===== config.mk =====
export PLATFORM = sky130hd
export DESIGN_NAME = first_or_best_fit_allocator_top
export DESIGN_NICKNAME = d
export VERILOG_FILES = /design/src/hw/rtl/fbfa_pkg.sv /design/src/hw/rtl/fbfa_cell.sv /design/src/hw/rtl/first_or_best_fit_allocator_top.sv
export SDC_FILE = /design/constraint.sdc
export NUM_CORES = 1
export LEC_CHECK = 0
export ABC_AREA = 1
export BUFFER_PORTS_ARGS = -buffer_cell sky130_fd_sc_hd__buf_2
export CAP_MARGIN = 10
export CORE_ASPECT_RATIO = 0.5
export CORE_MARGIN = 1
export CORE_UTILIZATION = 56
export CTS_BUF_LIST = sky130_fd_sc_hd__clkbuf_8
export DETAILED_ROUTE_END_ITERATION = 7
export HOLD_SLACK_MARGIN = 0.08
export PLACE_DENSITY_LB_ADDON = 0.1
export SETUP_SLACK_MARGIN = 0.5
export SYNTH_ARGS = -nofsm -noshare
export SYNTH_HDL_FRONTEND = slang
export SYNTH_SLANG_ARGS = --single-unit

===== constraint.sdc =====
create_clock -name clk -period 5.18 [get_ports clk]
set_clock_uncertainty 0.2 [all_clocks]
set_input_delay 0.777 -clock clk [delete_from_list [all_inputs] [get_ports clk]]
set_output_delay 0.777 -clock clk [all_outputs]
set_load 0.02 [all_outputs]

===== src/hw/rtl/fbfa_pkg.sv =====
package fbfa_pkg;

	localparam int unsigned SLOT_W = 3;
	localparam int unsigned CAP_W  = 16;
	localparam int unsigned RND_W  = 17;
	// wide enough for the largest supported block count
	localparam int unsigned PICK_W = 6;

	localparam logic CMD_LOAD  = 1'b0;
	localparam logic CMD_ALLOC = 1'b1;

	localparam logic MODE_FIRST_FIT = 1'b0;
	localparam logic MODE_BEST_FIT  = 1'b1;

	typedef struct packed {
		logic              command;
		logic [SLOT_W-1:0] block_slot;
		logic [CAP_W-1:0]  amount;
	} in_word_t;

	typedef struct packed {
		logic              granted;
		logic [SLOT_W-1:0] chosen_block;
		logic [RND_W-1:0]  rounded_amount;
		logic [CAP_W-1:0]  remaining_after;
	} out_word_t;

	// search token handed from cell to cell
	typedef struct packed {
		logic              valid;
		logic [RND_W-1:0]  rounded;
		logic              found;
		logic [PICK_W-1:0] pick;
		logic [CAP_W-1:0]  best_left;
	} token_t;

	// capacity write into one cell
	typedef struct packed {
		logic             en;
		logic [CAP_W-1:0] data;
	} cap_wr_t;

	typedef enum logic {
		ST_IDLE,
		ST_SCAN
	} state_t;

endpackage


===== src/hw/rtl/fbfa_cell.sv =====
module fbfa_cell #(
	parameter logic [fbfa_pkg::PICK_W-1:0] CELL_IDX = '0
) (
	input  logic             clk,
	input  logic             arst_n,
	input  logic             fit_mode,
	input  fbfa_pkg::cap_wr_t wr,
	input  fbfa_pkg::token_t  tok_in,
	output fbfa_pkg::token_t  tok_out
);
	import fbfa_pkg::*;

	logic [CAP_W-1:0] cap_q;
	token_t           tok_q;
	token_t           tok_nxt;
	logic             fits;
	logic             take;
	logic [CAP_W-1:0] left;

	always_comb begin
		fits = tok_in.rounded < {1'b0, cap_q};
		// rounded is below cap whenever left is used, so it fits in CAP_W bits
		left = cap_q - tok_in.rounded[CAP_W-1:0];
		take = fits && (!tok_in.found ||
			(fit_mode == MODE_BEST_FIT && left < tok_in.best_left));
		tok_nxt = tok_in;
		if (take) begin
			tok_nxt.found     = 1'b1;
			tok_nxt.pick      = CELL_IDX;
			tok_nxt.best_left = left;
		end
	end

	always_ff @(posedge clk or negedge arst_n) begin
		if (!arst_n) begin
			cap_q <= '0;
		end else if (wr.en) begin
			cap_q <= wr.data;
		end
	end

	always_ff @(posedge clk or negedge arst_n) begin
		if (!arst_n) begin
			tok_q <= '0;
		end else begin
			tok_q <= tok_nxt;
		end
	end

	assign tok_out = tok_q;

endmodule


===== src/hw/rtl/first_or_best_fit_allocator_top.sv =====
// first-fit / best-fit block allocator
// input channel in_valid/in_ready/in_data: a word either loads the capacity
//   of one block (command load, no result) or asks for an allocation
//   (command alloc, exactly one result word)
// output channel out_valid/out_ready/out_data: one word per allocation with
//   grant flag, chosen block, size rounded up to a multiple of four and the
//   capacity left in that block
// cfg_wr_en/cfg_wr_data set the placement policy, first fit or best fit
// each block's capacity lives in its own cell; a request token walks the row
//   of cells one cell per cycle, the first cell working in the acceptance
//   cycle, and the last token is registered into the output register
//   on the next edge, which raises out_valid
// one request is in flight at a time: in_ready is low while the token walks,
//   so the next word waits for the token to exit; a load holds up nothing
// when the receiver stalls, the result word holds in the output register and
//   no new word is taken until it is delivered (or taken the same cycle)
// reset clears all capacities to zero, selects first fit and empties the
//   output register
module first_or_best_fit_allocator_top #(
	parameter int unsigned NUM_BLOCKS = 8
) (
	input  logic                clk,
	input  logic                arst_n,
	input  logic                cfg_wr_en,
	input  logic                cfg_wr_data,
	input  logic                in_valid,
	output logic                in_ready,
	input  fbfa_pkg::in_word_t  in_data,
	output logic                out_valid,
	input  logic                out_ready,
	output fbfa_pkg::out_word_t out_data
);
	import fbfa_pkg::*;

	state_t    state_q;
	state_t    state_nxt;
	logic      fit_mode_q;
	logic      out_valid_q;
	out_word_t out_q;

	logic      accept;
	logic      load_now;
	logic      charge_now;
	token_t    tok [NUM_BLOCKS+1];
	token_t    last_tok;
	cap_wr_t   cell_wr [NUM_BLOCKS];
	logic [RND_W-1:0] rounded;

	// policy register; the user must write it only while the block is idle, the block itself does not enforce this
	always_ff @(posedge clk or negedge arst_n) begin
		if (!arst_n) begin
			fit_mode_q <= MODE_FIRST_FIT;
		end else if (cfg_wr_en) begin
			fit_mode_q <= cfg_wr_data;
		end
	end

	assign accept   = in_valid && in_ready;
	assign last_tok = tok[NUM_BLOCKS];
	// result leaves the chain: charge the winning cell
	assign charge_now = last_tok.valid && last_tok.found;
	assign load_now   = accept && in_data.command == CMD_LOAD;

	// round up to a multiple of four
	assign rounded = ({1'b0, in_data.amount} + RND_W'(3)) & ~RND_W'(3);

	// token entering the first cell
	always_comb begin
		tok[0]           = '0;
		tok[0].valid     = accept && in_data.command == CMD_ALLOC;
		tok[0].rounded   = rounded;
	end

	// next state
	always_comb begin
		state_nxt = state_q;
		case (state_q)
			ST_IDLE: begin
				if (accept && in_data.command == CMD_ALLOC) begin
					state_nxt = ST_SCAN;
				end
			end
			ST_SCAN: begin
				if (last_tok.valid) begin
					state_nxt = ST_IDLE;
				end
			end
			default: state_nxt = ST_IDLE;
		endcase
	end

	// handshake outputs
	always_comb begin
		case (state_q)
			ST_IDLE: in_ready = !out_valid_q || out_ready;
			ST_SCAN: in_ready = 1'b0;
			default: in_ready = 1'b0;
		endcase
	end

	always_ff @(posedge clk or negedge arst_n) begin
		if (!arst_n) begin
			state_q <= ST_IDLE;
		end else begin
			state_q <= state_nxt;
		end
	end

	// output register
	always_ff @(posedge clk or negedge arst_n) begin
		if (!arst_n) begin
			out_valid_q <= 1'b0;
		end else if (last_tok.valid) begin
			out_valid_q <= 1'b1;
		end else if (out_ready) begin
			out_valid_q <= 1'b0;
		end
	end

	// an unfound token carries zero pick and zero leftover
	always_ff @(posedge clk) begin
		if (last_tok.valid) begin
			out_q.granted         <= last_tok.found;
			out_q.chosen_block    <= last_tok.pick[SLOT_W-1:0];
			out_q.rounded_amount  <= last_tok.rounded;
			out_q.remaining_after <= last_tok.best_left;
		end
	end

	assign out_valid = out_valid_q;
	assign out_data  = out_q;

	// row of cells, one per block
	for (genvar i = 0; i < NUM_BLOCKS; i++) begin : g_cell
		// blocks at index 8 and up can never be addressed by a load
		always_comb begin
			cell_wr[i].en   = (load_now &&
				{{(PICK_W-SLOT_W){1'b0}}, in_data.block_slot} == PICK_W'(i)) ||
				(charge_now && last_tok.pick == PICK_W'(i));
			cell_wr[i].data = charge_now ? last_tok.best_left : in_data.amount;
		end

		fbfa_cell #(
			.CELL_IDX(PICK_W'(i))
		) u_cell (
			.clk      (clk),
			.arst_n   (arst_n),
			.fit_mode (fit_mode_q),
			.wr       (cell_wr[i]),
			.tok_in   (tok[i]),
			.tok_out  (tok[i+1])
		);
	end

endmodule


**Word level (Yosys, flattened, before mapping)**

Index checks and enable logic that the tools add are counted.

- Multipliers: 0
- Bitwise gates (word level): 2
- Mux-type cells: 15
- Div/mod/pow operators: 0
- Eq/ne operators: 14
- $lt $le $gt $ge: 15
- Reductions and logical operators: 61
- $add $sub $neg: 9
- Shift operators: 0

Operators by type and width:

| operator | count |
|---|---|
| 23-bit two-way mux | 8 |
| 17-bit by 16-bit < comparator with 1-bit output | 8 |
| 16-bit subtractor | 8 |
| 16-bit < comparator | 7 |
| 1-bit logical AND | 34 |
| 6-bit by 3-bit equality test with 1-bit output, second input constant | 4 |
| 16-bit by 2-bit adder with 17-bit output, second input constant | 1 |
| 1-bit logical OR | 16 |
| 16-bit two-way mux | 1 |
| 3-bit equality test, second input constant | 4 |
| 6-bit by 2-bit equality test with 1-bit output, second input constant | 2 |
| 1-bit logical NOT | 8 |
| 3-bit by 2-bit equality test with 1-bit output, second input constant | 2 |
| 6-bit by 1-bit equality test with 1-bit output, second input constant | 1 |
| 6-bit logical NOT | 1 |
| 1-bit two-way mux | 4 |
| 1-bit one-hot mux with 2 select lines | 2 |
| 3-bit by 1-bit equality test with 1-bit output, second input constant | 1 |
| 3-bit logical NOT | 1 |
| 1-bit NOT | 2 |
| 2-bit nonzero test | 1 |

- Input bits: 26
- Flip-flop bits (word level): 478
- ROM bits: 0
- Memory bits (writable): 0
- Memories: 0
- Latch bits: 0
- Output and inout bits: 39

**Logic depth before layout (Yosys ltp)**

- Depth after elaboration: 7
- Gate-level depth with buffers: 22
- Mapped depth without buffers: 21

**By module**

Synthesis repeated with hierarchy kept, for this count alone.

- Cell total of the unflattened synthesis: 3961
- Area, all modules: 31416.4 µm²

By module, submodules not included:

| module | seq. area each (µm²) | times used | area each (µm²) | cells an instance |
|---|---|---|---|---|
| fbfa_cell (g_cell[3].u_cell ...) | 1426.4 | 3 | 3681.0 | 467 |
| fbfa_cell (g_cell[1].u_cell ...) | 1426.4 | 2 | 3677.3 | 466 |
| fbfa_cell (g_cell[0].u_cell) | 1426.4 | 1 | 3692.3 | 465 |
| fbfa_cell (g_cell[2].u_cell) | 1426.4 | 1 | 3686.0 | 466 |
| fbfa_cell (g_cell[7].u_cell) | 1426.4 | 1 | 3613.5 | 468 |
| first_or_best_fit_allocator_top | 1186.1 | 1 | 2026.9 | 229 |

**Worst setup path before layout**

Ideal clock, no wire load.

- Path kind: input port to flip-flop
- From: in in_data[1] (netlist name)
- To: reg g_cell[0].u_cell.tok_q, in the netlist g_cell[0].u_cell.tok_out[13]
- Setup slack: 1922 ps
- Required time: 4860 ps
- Arrival: 2938 ps
- Setup time: 120 ps
- Stages on the path: 20
- Path through: inv_1 > nand2_1 > nand3_2 > inv_1 > nand2_1 > nor2_4 > nand3_1 > nor2_1 > inv_1 > nand2_1 > inv_1 > ha_1 > nand2_1 > nor2_1 > inv_1 > nor2_1 > nand3_1 > nand3_2 > buf_4 > nor2_1

RTL lines:

| item | line | RTL |
|---|---|---|
| from (decl) | first_or_best_fit_allocator_top.sv:28 | `input fbfa_pkg::in_word_t in_data,` |
| to (signal assigned) | fbfa_cell.sv:46 | `tok_q <= tok_nxt;` |
| to (decl) | fbfa_cell.sv:14 | `token_t tok_q;` |

==> impl_metrics.json <==
{
  "status": "finished, final reports clean",
  "clk_path_buf_depth": 3,
  "synth_cell_types": 48,
  "grt_setup_unrepaired": "false",
  "relSlewSlack": 0.1935,
  "hold_buffers": 1,
  "final_layout_size_suffix_gt1_frac": 0.07670,
  "reg2reg_slack_ns": 1.16,
  "drt_pass1_iterations": 8,
  "cts_tree": "built",
  "clock_latency_ns": 0.66,
  "yosysSeqAreaShare": 0.4230,
  "rr_endpoint": "g_cell[7].u_cell.tok_out[5]",
  "preCtsSetupSlack_ns": 1.236,
  "htree_levels": 3,
  "cp-endpoint": "g_cell[7].u_cell.tok_out[5]",
  "grt_pass1_vias": 20480,
  "area_delta_synth_final_pct": 8.684,
  "vdd_ir_drop_max_mv": 0.2994,
  "row_count": 56,
  "arrival_ns": 4.33,
  "port_buffers": 62,
  "grt_pass1_wl_um": 118900,
  "p_leak_nw": 15.75,
  "die_h_um": 156.9,
  "die_area_um2": 48890,
  "maxCapViolations": 0,
  "p_per_area_nw_per_um2": 647.2,
  "path_class": "reg2reg",
  "routed_wirelength_um": 77300,
  "grtUsageMet2": 0.4759,
  "synthTopCellsByCount": "nand2_1 (849), inv_1 (566), dfrtp_1 (412), ha_1 (321), nand3_1 (206)",
  "cts_sinks": 447,
  "ys_warn_count": 0,
  "crit_path_start_kind": "flip-flop",
  "crit_fanout": 19,
  "use_met3": 0.06414,
  "setup_violations": 0,
  "antenna_found_initial": 1,
  "yosysTopAreaCell": "dfrtp_1",
  "pin_count": 65,
  "core_um2": 47090,
  "worstSetupStartpoint": "g_cell[6].u_cell.tok_out[27]",
  "yosysMostFrequentCell": "nand2_1",
  "drt-initial-drc-count": 2229,
  "clk_pin_slew_worst_paths_ns": 0.07,
  "synth_edf_count": 35,
  "syn_area_per_cell_um2": 8.203,
  "synth.cell_area_um2": 26860,
  "synth_seq_cells": 447,
  "cts_buffers": 67,
  "yosys-top-cells-area": "dfrtp_1 (38%), ha_1 (15%), nand2_1 (12%)",
  "crit_path_end_kind": "flip-flop",
  "final_nets": 3724,
  "min_path_type": "in2reg",
  "fin_tns_setup_ns": 0,
  "required_ns": 5.49,
  "start_util": 0.5704,
  "ant_nets": 0,
  "cts_setup_buffers": 0,
  "wl_per_cell_um": 19.07,
  "synthArstFlopShare": 0.9217,
  "num_antenna_cells": 0,
  "gp_congestion": 0.9982,
  "synth_flop_cell": "dfrtp_1",
  "globalRouteMet1Util": 0.4778,
  "detail_route.vias_per_cell": 5.382,
  "max_freq_ghz": 0.2487,
  "grt.busiest_layer": "met1",
  "cts-resized-gates": 0,
  "final_max_slew_viol_count": 0,
  "route.vias.total": 21820,
  "die_w_um": 311.7,
  "cts_root_buf": "clkbuf_8",
  "gr-total-overflow": 0,
  "worst_pin_slew_ns": 1.210,
  "grt_max_degree": 126,
  "drcViolationCount": 0,
  "post-route-min-period_ns": 4.020,
  "rr_worst_depth": 20,
  "worst_slack_ns": 1.160,
  "finalCritPeriodShare": 0.7761,
  "r2r-start": "g_cell[6].u_cell.tok_out[27]",
  "grtUsageTotal": 0.3223,
  "finalHoldViolations": 0,
  "hpwlAfterDp_um": 58140,
  "syn_inst": 3274,
  "synth.top_cell.area_share": 0.3839
}
area by class of cell:
cell class	instances	area, µm²
clock inverters	34	266.5
repair buffers	78	480.5
well taps	638	798.3
flip-flops and latches	447	11360
fillers	4192	17900
multi-input cells	2207	13020
clock buffers	82	1129
inverters	568	2132
cell families after synthesis:
group,Yosys count,synth area share
other cells,1,0.0001396
mux,5,0.002096
compound gates,423,0.08326
xor+xnor,61,0.01989
simple gates,1387,0.2238
flops,447,0.4230
buf+inv,621,0.09225
fa+ha+maj,329,0.1555
stage by stage:
step / hold WS, ns / cells / power [mW] / util / cell area, µm²
floorplan: 0.1312 / 3275 / 12.78 / - / 26860
global placement: 0.1323 / 3937 / 15.40 / 0.5901 / 27780
detailed placement: 0.1418 / 3937 / 15.57 / 0.5901 / 27780
CTS: 0.09928 / 4054 / 18.78 / 0.6199 / 29190
global route: 0.1484 / 4054 / 20.56 / 0.6199 / 29190
finish: 0.1431 / 4054 / 18.89 / 0.6199 / 29190
worst max-delay path, cell delays in order (launching register included):
cell and delay [ns]:
dfrtp_1 0.41, inv_1 0.07, ha_1 0.38, nand2_1 0.12, o21ai_1 0.32, nand2_1 0.09, nand2_1 0.14, nand2_1 0.09
nand3_1 0.07, nand2_1 0.11, ha_1 0.31, a21oi_1 0.18, o21ai_0 0.11, nand2_1 0.06, nand2_1 0.05, nor2_1 0.10
nand2_1 0.06, nand2_1 0.48, nand2_4 0.29, nand2_1 0.13, nand2_1 0.09
placed cells by master, fill, tap and decap left out, drive strengths merged, types with 21 or more instances in the layout:
| cell type | instances |
|---|---|
| nand2 | 880 |
| o21ai | 206 |
| edfxtp | 35 |
| nand3 | 208 |
| inv | 591 |
| nor2 | 203 |
| xor2 | 39 |
| nand4 | 47 |
| clkbuf | 82 |
| xnor2 | 22 |
| nor3 | 21 |
| a21oi | 172 |
| ha | 321 |
| dfrtp | 412 |
| buf | 77 |
state kept, by name (all words and copies together), names as in the netlist:
name and count:
fit_mode_q 1, out_data 35, g_cell.u_cell.tok_out 281, out_valid 1
g_cell.u_cell.cap_q 128, state_q 1
where the power goes:
group	switching [mW]	internal, mW
registers	0.944	4.70
logic	6.68	3.45
clock network	1.48	1.64
total	9.10	9.79
worst min-delay path by stage:
| stage | startpoint | endpoint | depth (start not counted) |
|---|---|---|---|
| 2_1_floorplan | g_cell[0].u_cell.tok_out[40] | g_cell[1].u_cell.tok_out[40] | 0 |
| 3_3_place_gp | g_cell[0].u_cell.tok_out[40] | g_cell[1].u_cell.tok_out[40] | 0 |
| 3_5_place_dp | g_cell[3].u_cell.tok_out[40] | g_cell[4].u_cell.tok_out[40] | 0 |
| 4_1_cts | cfg_wr_data | fit_mode_q | 3 |
| 5_1_grt | cfg_wr_en | fit_mode_q | 2 |
| 6_report | cfg_wr_data | fit_mode_q | 3 |
per-layer routing:
layer,vias up,routed length (µm)
met2,711,32010
li1,10550,-
met1,10420,37430
met4,0,2181
met3,139,5679
met5,-,0
Power figures use the tool's default switching activity.
